<file path="src/rtl/arpg_pkg.sv">
// Shared constants and types for the axis ramp position generator.
// No dependencies.
`default_nettype none
package arpg_pkg;
  localparam int unsigned FRACTION_BITS_DEF = 16;
  localparam logic [13:0] POS_MAX           = 14'd9999;
  localparam logic [23:0] AMOUNT_MAX        = 24'd9999999;
  localparam logic [6:0]  SPEED_SCALE       = 7'd100;
  localparam logic [13:0] HOME_RESET        = 14'd5000;

  localparam logic [1:0] FUNC_SET   = 2'd0;
  localparam logic [1:0] FUNC_STOP  = 2'd1;
  localparam logic [1:0] FUNC_READ  = 2'd2;
  localparam logic [1:0] FUNC_CHECK = 2'd3;

  localparam logic [1:0] KIND_SPEED    = 2'd0;
  localparam logic [1:0] KIND_INTERVAL = 2'd1;

  localparam logic [1:0] EASE_LINEAR = 2'd0;
  localparam logic [1:0] EASE_IN     = 2'd1;
  localparam logic [1:0] EASE_OUT    = 2'd2;
  localparam logic [1:0] EASE_INOUT  = 2'd3;

  localparam logic CFG_EASING = 1'b0;
  localparam logic CFG_HOME   = 1'b1;

  typedef struct packed {
    logic        start;
    logic [13:0] start_pos;
    logic [13:0] stop_pos;
    logic [31:0] start_time;
    logic [31:0] stop_time;
    logic [31:0] t;
    logic [1:0]  mode;
  } arpg_eval_req_t;
endpackage
`default_nettype wire

</file>
<file path="src/rtl/axis_ramp_position_generator.sv">
// Top level of the axis ramp position generator.
// Depends on arpg_pkg and arpg_divider.
`default_nettype none
// One item is taken at a time. The position is evaluated by a sequencer that
// drives one divider (one quotient bit per cycle) and one multiplier, with a
// register after every product. An evaluation inside the ramp runs the division
// (NW quotient bits, NW being the larger of 46 and 33+FRACTION_BITS, so 49 by default)
// and then up to six multiply and output steps; outside the ramp it needs neither.
// A read or check evaluates once. A set target or stop evaluates, updates the
// ramp and evaluates again; a set target in speed mode with a nonzero amount
// puts one more division between the two. The result waits in an output
// register; the next item is taken once it leaves.
module axis_ramp_position_generator #(
  parameter int unsigned FRACTION_BITS = arpg_pkg::FRACTION_BITS_DEF
) (
  input  wire logic        clk,
  input  wire logic        rst_n,
  input  wire logic        in_valid,
  output logic             in_ready,
  input  wire logic [1:0]  in_func,
  input  wire logic [31:0] in_time_ms,
  input  wire logic [13:0] in_target,
  input  wire logic [1:0]  in_move_kind,
  input  wire logic [23:0] in_amount,
  output logic             out_valid,
  input  wire logic        out_ready,
  output logic [13:0]      out_position,
  output logic             out_moved,
  input  wire logic        cfg_we,
  input  wire logic        cfg_index,
  input  wire logic [13:0] cfg_data
);
  import arpg_pkg::*;
  localparam int unsigned FB = FRACTION_BITS;
  localparam int unsigned NW = (33 + FB > 46) ? 33 + FB : 46;
  localparam int unsigned MW = (FB + 1 > 14) ? FB + 1 : 14;
  localparam logic [FB:0] ONE  = (FB+1)'(1) << FB;
  localparam logic [FB:0] HALF = (FB+1)'(1) << (FB - 1);

  localparam logic [3:0] S_IDLE  = 4'd0;
  localparam logic [3:0] S_EV0   = 4'd1;
  localparam logic [3:0] S_DIV   = 4'd2;
  localparam logic [3:0] S_M1    = 4'd3;
  localparam logic [3:0] S_M2    = 4'd4;
  localparam logic [3:0] S_M3    = 4'd5;
  localparam logic [3:0] S_M4    = 4'd6;
  localparam logic [3:0] S_M5    = 4'd7;
  localparam logic [3:0] S_FIN   = 4'd8;
  localparam logic [3:0] S_SDIV  = 4'd9;
  localparam logic [3:0] S_OUT   = 4'd10;

  logic [3:0]  state_r, state_nxt;
  logic        pass_r, pass_nxt;   // 0: first evaluation, 1: final evaluation
  logic        sdiv_r, sdiv_nxt;   // speed division already done
  logic [1:0]  mode_r;
  logic [13:0] spos_r, spos_nxt, epos_r, epos_nxt, chk_r, chk_nxt;
  logic [31:0] stime_r, stime_nxt, etime_r, etime_nxt;
  logic [1:0]  func_r, kind_r;
  logic [31:0] t_r;
  logic [13:0] x_r;
  logic [23:0] y_r;
  logic [13:0] pos_r, pos_nxt;
  logic        moved_r, moved_nxt;
  logic        ovalid_r, ovalid_nxt;
  logic [FB:0] f_r, f_nxt, a_r, a_nxt, b_r, b_nxt, e_r, e_nxt;
  logic [2*MW-1:0] p_r, p_nxt;

  // Evaluation window quantities.
  logic        not_started, after;
  logic [31:0] span, el;
  logic        neg;
  logic [13:0] mag_d;
  logic [13:0] clamped_x;
  logic [23:0] clamped_y;
  logic [13:0] home_wr;

  logic          div_start;
  logic [NW-1:0] div_numer;
  logic [31:0]   div_denom;
  logic          div_done;
  logic [NW-1:0] div_quot;

  arpg_divider #(.NW(NW)) u_div (
    .clk(clk), .rst_n(rst_n), .start(div_start), .numer(div_numer),
    .denom(div_denom), .done(div_done), .quot(div_quot)
  );

  assign after       = t_r > etime_r;
  assign not_started = !(t_r > stime_r);
  assign span   = etime_r - stime_r;
  assign el     = t_r - stime_r;
  assign neg    = epos_r < spos_r;
  assign mag_d  = neg ? spos_r - epos_r : epos_r - spos_r;
  assign clamped_x = (in_target > POS_MAX) ? POS_MAX : in_target;
  assign clamped_y = (in_amount > AMOUNT_MAX) ? AMOUNT_MAX : in_amount;
  assign home_wr   = (cfg_data > POS_MAX) ? POS_MAX : cfg_data;

  // Shared multiplier with a registered product.
  logic [MW-1:0] mul_a, mul_b;
  logic [2*MW-1:0] mul_p;
  assign mul_p = mul_a * mul_b;

  function automatic logic [FB:0] rnd(input logic [2*MW-1:0] v);
    logic [2*MW-1:0] s;
    s = v + (2*MW)'(HALF);
    return s[2*FB:FB];
  endfunction

  function automatic logic [13:0] clamp14(input logic [47:0] v);
    return (v > 48'(POS_MAX)) ? POS_MAX : v[13:0];
  endfunction

  logic [47:0] ediff, base, sum;
  logic [FB:0] e_cl;
  assign e_cl  = (e_r > ONE) ? ONE : e_r;
  assign ediff = 48'(p_r);
  assign base  = (48'(spos_r) << FB) + 48'(HALF);
  assign sum   = neg ? base - ediff : base + ediff;

  always_comb begin
    state_nxt = state_r; pass_nxt = pass_r; sdiv_nxt = sdiv_r;
    spos_nxt = spos_r; epos_nxt = epos_r; stime_nxt = stime_r; etime_nxt = etime_r;
    chk_nxt = chk_r; pos_nxt = pos_r; moved_nxt = moved_r; ovalid_nxt = ovalid_r;
    f_nxt = f_r; a_nxt = a_r; b_nxt = b_r; e_nxt = e_r; p_nxt = p_r;
    div_start = 1'b0; div_numer = '0; div_denom = span;
    mul_a = '0; mul_b = '0;
    if (out_valid && out_ready) ovalid_nxt = 1'b0;
    case (state_r)
      S_IDLE: begin
        if (in_valid && in_ready) begin
          state_nxt = S_EV0; pass_nxt = 1'b0; sdiv_nxt = 1'b0; moved_nxt = 1'b0;
        end
      end
      S_EV0: begin
        if (after) begin
          pos_nxt = clamp14(48'(epos_r)); state_nxt = S_FIN;
        end else if (not_started) begin
          pos_nxt = clamp14(48'(spos_r)); state_nxt = S_FIN;
        end else begin
          div_start = 1'b1;
          if (mode_r == EASE_LINEAR) div_numer = NW'(el) * NW'(mag_d);
          else div_numer = (NW'(el) << FB) + NW'(span >> 1);
          state_nxt = S_DIV;
        end
      end
      S_DIV: begin
        if (div_done) begin
          if (mode_r == EASE_LINEAR) begin
            if (neg) begin
              pos_nxt = clamp14(48'(spos_r) - 48'(div_quot));
              if (48'(div_quot) > 48'(spos_r)) pos_nxt = '0;
            end else begin
              pos_nxt = clamp14(48'(spos_r) + 48'(div_quot));
            end
            state_nxt = S_FIN;
          end else begin
            f_nxt = (div_quot > NW'(ONE)) ? ONE : div_quot[FB:0];
            state_nxt = S_M1;
          end
        end
      end
      S_M1: begin  // a = round(f*f)
        mul_a = MW'(f_r); mul_b = MW'(f_r); a_nxt = rnd(mul_p); state_nxt = S_M2;
      end
      S_M2: begin  // b = 1 - round(g*g)
        mul_a = MW'(ONE - f_r); mul_b = MW'(ONE - f_r); b_nxt = ONE - rnd(mul_p);
        if (mode_r == EASE_IN) begin
          e_nxt = a_r; state_nxt = S_M5;
        end else if (mode_r == EASE_OUT) begin
          e_nxt = ONE - rnd(mul_p); state_nxt = S_M5;
        end else state_nxt = S_M3;
      end
      S_M3: begin
        mul_a = MW'(ONE - f_r); mul_b = MW'(a_r); p_nxt = mul_p; state_nxt = S_M4;
      end
      S_M4: begin
        mul_a = MW'(f_r); mul_b = MW'(b_r);
        e_nxt = rnd(p_r + mul_p);
        state_nxt = S_M5;
      end
      S_M5: begin  // e * |diff|
        mul_a = MW'(e_cl); mul_b = MW'(mag_d);
        p_nxt = mul_p;
        state_nxt = S_OUT;
      end
      S_OUT: begin
        if (neg && (ediff > base)) pos_nxt = '0;
        else pos_nxt = clamp14(sum >> FB);
        state_nxt = S_FIN;
      end
      S_FIN: begin
        if (!pass_r) begin
          pass_nxt = 1'b1;
          case (func_r)
            FUNC_SET: begin
              if (kind_r == KIND_SPEED) begin
                if (!sdiv_r) begin
                  spos_nxt = pos_r;
                  if (y_r == '0) begin
                    etime_nxt = t_r; stime_nxt = t_r; epos_nxt = x_r;
                    state_nxt = S_EV0;
                  end else state_nxt = S_SDIV;
                end
              end else begin
                if (kind_r == KIND_INTERVAL) begin
                  spos_nxt = pos_r; etime_nxt = t_r + 32'(y_r);
                end else if (y_r == '0) begin
                  etime_nxt = t_r; spos_nxt = x_r;
                end
                stime_nxt = t_r; epos_nxt = x_r; state_nxt = S_EV0;
              end
            end
            FUNC_STOP: begin
              spos_nxt = pos_r; epos_nxt = pos_r; stime_nxt = t_r; etime_nxt = t_r;
              state_nxt = S_EV0;
            end
            // The ramp is unchanged, so the first evaluation is the result.
            FUNC_CHECK: begin
              if (pos_r != chk_r) begin
                chk_nxt = pos_r; moved_nxt = 1'b1;
              end
              state_nxt = S_FIN;
            end
            default: state_nxt = S_FIN;
          endcase
        end else if (!ovalid_r || out_ready) begin
          ovalid_nxt = 1'b1; state_nxt = S_IDLE;
        end
      end
      S_SDIV: begin
        if (!sdiv_r) begin
          div_start = 1'b1; sdiv_nxt = 1'b1;
          div_numer = NW'((x_r > spos_r ? x_r - spos_r : spos_r - x_r)) * NW'(SPEED_SCALE);
          div_denom = 32'(y_r);
        end else if (div_done) begin
          etime_nxt = t_r + div_quot[31:0]; stime_nxt = t_r; epos_nxt = x_r;
          state_nxt = S_EV0;
        end
      end
      default: state_nxt = S_IDLE;
    endcase
    // A home write puts the ramp at rest there, as after reset.
    if (cfg_we && cfg_index == CFG_HOME) begin
      spos_nxt = home_wr; epos_nxt = home_wr; stime_nxt = '0;
      etime_nxt = 32'(home_wr);
    end
  end

  always_ff @(posedge clk) begin
    f_r <= f_nxt; a_r <= a_nxt; b_r <= b_nxt; e_r <= e_nxt; p_r <= p_nxt;
    pos_r <= pos_nxt;
    if (in_valid && in_ready) begin
      func_r <= in_func; t_r <= in_time_ms; x_r <= clamped_x;
      kind_r <= in_move_kind; y_r <= clamped_y;
    end
    if (!rst_n) begin
      state_r <= S_IDLE; pass_r <= 1'b0; sdiv_r <= 1'b0; ovalid_r <= 1'b0;
      moved_r <= 1'b0; mode_r <= EASE_LINEAR;
      spos_r <= HOME_RESET; epos_r <= HOME_RESET; stime_r <= '0;
      etime_r <= 32'(HOME_RESET); chk_r <= '0;
    end else begin
      state_r <= state_nxt; pass_r <= pass_nxt; sdiv_r <= sdiv_nxt;
      ovalid_r <= ovalid_nxt; moved_r <= moved_nxt; chk_r <= chk_nxt;
      spos_r <= spos_nxt; epos_r <= epos_nxt; stime_r <= stime_nxt;
      etime_r <= etime_nxt;
      if (cfg_we && cfg_index == CFG_EASING) mode_r <= cfg_data[1:0];
    end
  end

  assign in_ready     = (state_r == S_IDLE) && !ovalid_r;
  assign out_valid    = ovalid_r;
  assign out_position = pos_r;
  assign out_moved    = moved_r;

  // A result never reports a position outside the legal range.
  assert property (@(posedge clk) disable iff (!rst_n)
    out_valid |-> out_position <= POS_MAX) else $error("position out of range");
  // No new item is taken while a result is still held.
  assert property (@(posedge clk) disable iff (!rst_n)
    out_valid |-> !in_ready) else $error("item accepted over pending result");
  // Moved is only reported for a check command.
  assert property (@(posedge clk) disable iff (!rst_n)
    (out_valid && out_moved) |-> func_r == FUNC_CHECK) else $error("moved on non-check");
endmodule
`default_nettype wire

</file>
<file path="src/rtl/arpg_divider.sv">
// Restoring divider, one quotient bit per cycle, shared by all divisions.
// Depends on arpg_pkg.
`default_nettype none
module arpg_divider #(
  parameter int unsigned NW = 48
) (
  input  wire logic          clk,
  input  wire logic          rst_n,
  input  wire logic          start,
  input  wire logic [NW-1:0] numer,
  input  wire logic [31:0]   denom,
  output logic               done,
  output logic [NW-1:0]      quot
);
  import arpg_pkg::*;
  localparam int unsigned CW = $clog2(NW + 1);

  logic [NW-1:0] q_r, q_nxt;
  logic [32:0]   rem_r, rem_nxt;
  logic [31:0]   den_r, den_nxt;
  logic [CW-1:0] cnt_r, cnt_nxt;
  logic          busy_r, busy_nxt, done_r, done_nxt;
  logic [32:0]   shifted;

  always_comb begin
    q_nxt = q_r; rem_nxt = rem_r; den_nxt = den_r; cnt_nxt = cnt_r;
    busy_nxt = busy_r; done_nxt = 1'b0;
    shifted = {rem_r[31:0], q_r[NW-1]};
    if (start) begin
      q_nxt = numer; rem_nxt = '0; den_nxt = denom;
      cnt_nxt = CW'(NW); busy_nxt = 1'b1;
    end else if (busy_r) begin
      if (shifted >= {1'b0, den_r}) begin
        rem_nxt = shifted - {1'b0, den_r};
        q_nxt = {q_r[NW-2:0], 1'b1};
      end else begin
        rem_nxt = shifted;
        q_nxt = {q_r[NW-2:0], 1'b0};
      end
      cnt_nxt = cnt_r - 1'b1;
      if (cnt_r == CW'(1)) begin
        busy_nxt = 1'b0; done_nxt = 1'b1;
      end
    end
  end

  always_ff @(posedge clk) begin
    q_r <= q_nxt; rem_r <= rem_nxt; den_r <= den_nxt; cnt_r <= cnt_nxt;
    if (!rst_n) begin
      busy_r <= 1'b0; done_r <= 1'b0;
    end else begin
      busy_r <= busy_nxt; done_r <= done_nxt;
    end
  end

  assign done = done_r;
  assign quot = q_r;
endmodule
`default_nettype wire
</file>
<file path="config.mk">
export PLATFORM = sky130hd
export DESIGN_NAME = axis_ramp_position_generator
export DESIGN_NICKNAME = d
export VERILOG_FILES = /design/src/rtl/arpg_pkg.sv /design/src/rtl/axis_ramp_position_generator.sv /design/src/rtl/arpg_divider.sv
export SDC_FILE = /design/constraint.sdc
export NUM_CORES = 2
export LEC_CHECK = 0
export BUFFER_PORTS_ARGS = -buffer_cell sky130_fd_sc_hd__buf_2
export CORE_MARGIN = 1
export CORE_UTILIZATION = 24
export DETAILED_ROUTE_END_ITERATION = 7
export PLACE_DENSITY = 0.48
export SKIP_CTS_REPAIR_TIMING = 1
export SYNTH_ARGS = -nofsm -noshare
export SYNTH_HDL_FRONTEND = slang
export SYNTH_SLANG_ARGS = --single-unit
</file>
<file path="constraint.sdc">
create_clock -name clk -period 23.6 [get_ports clk]
set_input_delay 4.72 -clock clk [delete_from_list [all_inputs] [get_ports clk]]
set_output_delay 4.72 -clock clk [all_outputs]
set_load 0.005 [all_outputs]
</file>
# Word-level counts from Yosys, hierarchy flattened
# Cells that the tools add are included.
# word_totals
register_bits	427
out_inout_bits	17
# classes
addsub	21
mul	3
order_cmp	17
n_eq_ne	41
muxes	103
n_bitwise	5
reduce_logical	40
# ops
cell	count
32-bit two-way mux	16
14-bit two-way mux	28
49-bit two-way mux	7
32-bit one-hot mux with 2 select lines	4
49-bit one-hot mux with 2 select lines	1
48-bit by 14-bit greater-than comparator with 1-bit output (second input constant)	2
32-bit subtractor	3
17-bit one-hot mux with 5 select lines	1
14-bit one-hot mux with 2 select lines	3
33-bit by 16-bit adder with 33-bit output (second input constant)	2
32-bit greater-than comparator	2
14-bit greater-than comparator (second input constant)	4
17-bit two-way mux	3
17-bit one-hot mux with 3 select lines	1
48-bit by 31-bit adder with 49-bit output	1
49-bit by 17-bit greater-than comparator with 1-bit output (second input constant)	1
49-bit by 5-bit multiplier with 47-bit output (second input constant)	1
14-bit by 48-bit adder with 48-bit output	1
48-bit by 14-bit greater-than comparator with 1-bit output	1
4-bit two-way mux	12
48-bit two-way mux	1
14-bit by 48-bit subtractor with 48-bit output	1
32-bit by 14-bit multiplier with 46-bit output	1
4-bit one-hot mux with 11 select lines	1
other kinds (57)	132

# Logic depth before layout (Yosys ltp)
# depth
ltp_word	9
ltp_mapped	53

# By module
# From an unflattened synthesis, not the netlist that was laid out.
# hier_totals
cells_unflattened	7594
area_unflattened_um2	63803.7
# modules_own_cells
mod	instances	cells_each	area_each_um2
axis_ramp_position_generator	1	6977	57109.8
arpg_divider	1	617	6693.9

# Worst setup path after synthesis
# OpenSTA, ideal clock, no wires.
# synth_timing
path_kind	register to register
from	reg spos_r[1]
to	reg e_r[10], data pin
t_arrival_ns	11.923
required_ns	23.331
path_slack_ns	11.408
path_stages_with_launch	49
n_path_buf	3
path_cell_list	dfxtp_1 inv_1 fa_1 a21o_1 a21oi_1 o21bai_1 a21o_1 a21o_1 buf_2 mux2_2 a22oi_1 and2_1 o22ai_1 xnor2_1 a221oi_1 clkbuf_1 nor2_1 fa_1 [13 not listed] a21oi_2 and2_4 xor2_4 inv_1 ha_1 ha_1 a222oi_1 nor4b_1 o21ai_0 o21ai_0 o311a_1 a21oi_1 a21oi_1 nor2b_1 o21a_1 or3_1 nand3_1 o21ai_0
# synth_via
elab_chain_cells	9
elab_cells_between_ends	13
classes_between	add/sub (6); mul (1); order compare (1); mux (5)
# synth_rtl
element	line_no	source
start: declaration	axis_ramp_position_generator.sv:56	logic [13:0] spos_r, spos_nxt, epos_r, epos_nxt, chk_r, chk_nxt;
start signal: assignment	axis_ramp_position_generator.sv:264	spos_r <= spos_nxt; epos_r <= epos_nxt; stime_r <= stime_nxt;
14-bit subtractor or 14-bit < comparator (tied branches)	axis_ramp_position_generator.sv:93, axis_ramp_position_generator.sv:92	
14-bit two-way mux *	axis_ramp_position_generator.sv:93	assign mag_d = neg ? spos_r - epos_r : epos_r - spos_r;
17-bit one-hot mux with 5 select lines *	axis_ramp_position_generator.sv:128	case (state_r)
17-bit by 17-bit multiplier with 34-bit output *	axis_ramp_position_generator.sv:101	assign mul_p = mul_a * mul_b;
via mul_p[18]	axis_ramp_position_generator.sv:100	logic [2*MW-1:0] mul_p;
33-bit by 16-bit adder with 33-bit output	axis_ramp_position_generator.sv:105	s = v + (2*MW)'(HALF);
17-bit subtractor	axis_ramp_position_generator.sv:170	e_nxt = ONE - rnd(mul_p); state_nxt = S_M5;
17-bit two-way mux	axis_ramp_position_generator.sv:169	end else if (mode_r == EASE_OUT) begin
17-bit two-way mux	axis_ramp_position_generator.sv:167	if (mode_r == EASE_IN) begin
17-bit one-hot mux with 2 select lines *	axis_ramp_position_generator.sv:128	
via e_nxt[10]	axis_ramp_position_generator.sv:65	logic [FB:0] f_r, f_nxt, a_r, a_nxt, b_r, b_nxt, e_r, e_nxt;
end signal: assignment	axis_ramp_position_generator.sv:250	f_r <= f_nxt; a_r <= a_nxt; b_r <= b_nxt; e_r <= e_nxt; p_r <= p_nxt;
end: declaration	axis_ramp_position_generator.sv:65	
# Mark *: on every way through the listed nets, which the timed path passes. The rest lies on a longest branch. The select of a mux whose other input is x is not followed.
# A chain may end at the register's enable or synchronous reset.

# Final worst setup path
# layout_timing
from	reg spos_r[1]
to	reg e_r[16], data pin
# Same word-level chain as after synthesis.

==> results.json <==
{
  "antenna_found_initial": 6,
  "io_pins": 111,
  "cp_max_fo": 34,
  "die_w_um": 515.1,
  "io_buffers": 110,
  "worst_ep_required_time_ps": 23980,
  "fin_tns_setup_ps": 0,
  "wl_per_cell_um": 22.62,
  "grt_pass1_vias": 56393,
  "cts_buffer_depth": 3,
  "worstPathArrival_ps": 14540,
  "critical-path-max-stage-delay_ps": 830,
  "synthTopCellsByArea": "fa_1, edfxtp_1, ha_1",
  "postSynth.asyncResetShare_pct": 0,
  "finalCriticalPeriod_ps": 14160,
  "drc": 0,
  "drt_iter0_drc": 4654,
  "cts_buffers": 48,
  "synth_cell_types": 117,
  "syn_nets": 8877,
  "clkTransAtPathRegs_ps": 70,
  "holdWs_ps": 452.3,
  "die_h_um": 515.1,
  "synth_edf_count": 271,
  "cts_root_buf": "clkbuf_16",
  "drt-vias-per-instance": 5.089,
  "drive_gt1_share_pct": 6.692,
  "syn_area_sq_mm": 0.06318,
  "synth.avg_cell_area_sq_um": 8.386,
  "crit_end": "e_r[16]",
  "r2r_start": "spos_r[1]",
  "grt_overflow_total": 0,
  "worst_slew_pin_slew_ps": 1204,
  "synth_top_area_share_pct": 19.30,
  "synth-main-ff-cell": "edfxtp_1",
  "rsz0062_at_grt": "false",
  "ys_ff_latch": 427,
  "insertion_delay_ps": 690,
  "fmax_mhz": 70.60,
  "htree_levels": 2,
  "skew_ps": 95.97,
  "grt_max_degree": 70,
  "num_vias": 56305,
  "final_cells": 11063,
  "cts_tree": "built",
  "end_kind": "flop",
  "cp_slowest_cell": "a21oi_1",
  "r2r_cells": 47,
  "track_usage_pct": 18.56,
  "dp_hpwl_um": 197500,
  "setup_violations": 0,
  "syn_to_final_growth_pct": 10.63,
  "reg2reg_slack_ps": 9440,
  "nNetsFinal": 8849,
  "preCtsSetupSlack_ps": 9475,
  "period_share_pct": 60.02,
  "rows": 188,
  "grt_pass1_wl_um": 372300,
  "syn-instance-count": 7534,
  "outcome": "completed",
  "fin_ws_ps": 9436,
  "antenna_left": 0,
  "min_path_type": "reg2reg",
  "wl_um": 250300,
  "crit_path_start": "spos_r[1]",
  "first_pass_iters": 6,
  "final_max_slew_viol_count": 0,
  "startpoint_type": "flop",
  "start_util_pct": 24.11,
  "nFillCells": 28449,
  "yosysSeqAreaShare_pct": 17.82,
  "slew-limit-headroom_pct": 19.68,
  "synth_area_leader_cell": "fa_1",
  "gp_congestion": 0.9525,
  "multi_input_area_sq_mm": 0.04744,
  "cp_common_cell": "fa_1",
  "timing.rr.end": "e_r[16]",
  "place_inst": 10971,
  "max_cap_viol_count": 0,
  "hold_viol": 0,
  "core_area_sq_mm": 0.2620,
  "seq_area_sq_mm": 0.01126,
  "worst-setup-path-type": "reg2reg",
  "clkSinkCount": 427,
  "yosys_warnings": 0,
  "dieArea_sq_mm": 0.2653
}
## layout by cell type (no fill, tap or decap), types with 61 or more instances in the layout
| cell | Yosys | final |
|---|---|---|
| a21o_1 | 182 | 182 |
| a21oi_1 | 494 | 492 |
| and2_1 | 111 | 110 |
| buf_2 | 7 | 110 |
| buf_4 | 3 | 142 |
| dfxtp_1 | 156 | 155 |
| edfxtp_1 | 271 | 271 |
| fa_1 | 609 | 609 |
| ha_1 | 640 | 638 |
| inv_1 | 939 | 937 |
| mux2i_1 | 80 | 79 |
| nand2_1 | 898 | 898 |
| nand2b_1 | 116 | 115 |
| nand3_1 | 129 | 129 |
| nand4_1 | 61 | 61 |
| nor2_1 | 552 | 542 |
| nor2b_1 | 123 | 121 |
| nor3_1 | 118 | 115 |
| o211ai_1 | 67 | 67 |
| o21ai_0 | 318 | 317 |
| xnor2_1 | 262 | 239 |
| xor2_1 | 125 | 122 |
## synthesized netlist by cell type (all sizes together), types with 17 or more instances
library cell	n
a211oi	59
a211o	17
a21oi	497
a21boi	26
o211ai	69
nand3	130
or3	47
o21a	48
a22oi	36
nand2	899
nand4	61
edfxtp	271
nor3	123
mux2i	80
o22ai	37
nor4	63
and2	115
o21ai	329
o221ai	31
dfxtp	156
buf	21
nor2	552
a21o	182
or2	29
nor2b	123
and3	38
clkbuf	309
xor2	128
a31oi	43
a221o	22
a311oi	17
inv	940
xnor2	263
a221oi	32
o31ai	39
o21bai	55
ha	640
fa	609
nand2b	116
or4	22
## kinds of logic after synthesis
| kind of cell | after synthesis | synth area share [%] |
|---|---|---|
| buffers and inverters | 1281 | 7.654 |
| muxes | 94 | 1.517 |
| AOI/OAI and AO/OA | 1694 | 17.53 |
| DFF | 427 | 17.82 |
| xor gates and xnor gates | 392 | 5.521 |
| and+or+nand+nor | 2397 | 17.98 |
| adders and majority gates | 1249 | 31.97 |
## layer usage
layer,track usage (%),part of all wire [%],vias to the layer above,wire length [um]
met5,0,0,-,0
met3,2.278,6.0,322,14920
met2,30.31,46,1920,114700
li1,-,-,25686,-
met1,25.36,45,28377,112200
met4,5.623,3.4,0,8391
## metrics by stage
step | area (sq um) | utilization (%)
floorplan | 63180 | -
detailed placement | 68290 | 26.06
global route | 69890 | 26.67
finish | 69900 | 26.67
CTS | 69890 | 26.67
global placement | 68290 | 26.06
## area by class of cell
type                            instances  share of cell area [%]
Timing Repair Buffer                  252                   2.313
Clock inverter                         33                  0.4815
Tap cell                             3515                   6.292
Multi-Input combinational cell       5826                   67.88
Sequential cell                       427                   16.11
Clock buffer                           57                   1.811
Inverter                              951                   5.109
Antenna cell                            2                0.007160
## how the worst min path moves through the flow
stage,start,endpoint,slack (ps),cells after the start
after floorplan,stime_r[10],stime_r[10],440,2
after global placement,out_moved,out_moved,430,2
after global routing,out_moved,out_moved,460,2
after detailed placement,out_moved,out_moved,440,2
after CTS,out_moved,out_moved,450,2
final,out_moved,out_moved,450,2
## state kept, by name, indices dropped and copies added, names as in the netlist, 2 cells and up
name,cells
u_div.den_r,32
etime_r,32
x_r,14
stime_r,32
p_r,34
spos_r,14
a_r,17
chk_r,14
epos_r,14
t_r,32
y_r,24
b_r,17
u_div.quot,49
func_r,2
kind_r,2
mode_r,2
u_div.rem_r,32
out_position,14
f_r,17
u_div.cnt_r,6
e_r,17
state_r,4
## critical path: cells and delay by family (launching register included)
kind                     cells  cell delay (ps)
adder cells (fa/ha/maj)     10             4670
buffers and inverters        8             1190
AO/OA/AOI/OAI               18             4480
AND/OR/NAND/NOR              7             1780
flip-flops                   1              760
multiplexers                 1              360
XOR/XNOR                     3              640
Power is left out: the tool's default activity adds up to more than one toggle a clock period on the data nets, which glitch-free logic cannot reach.
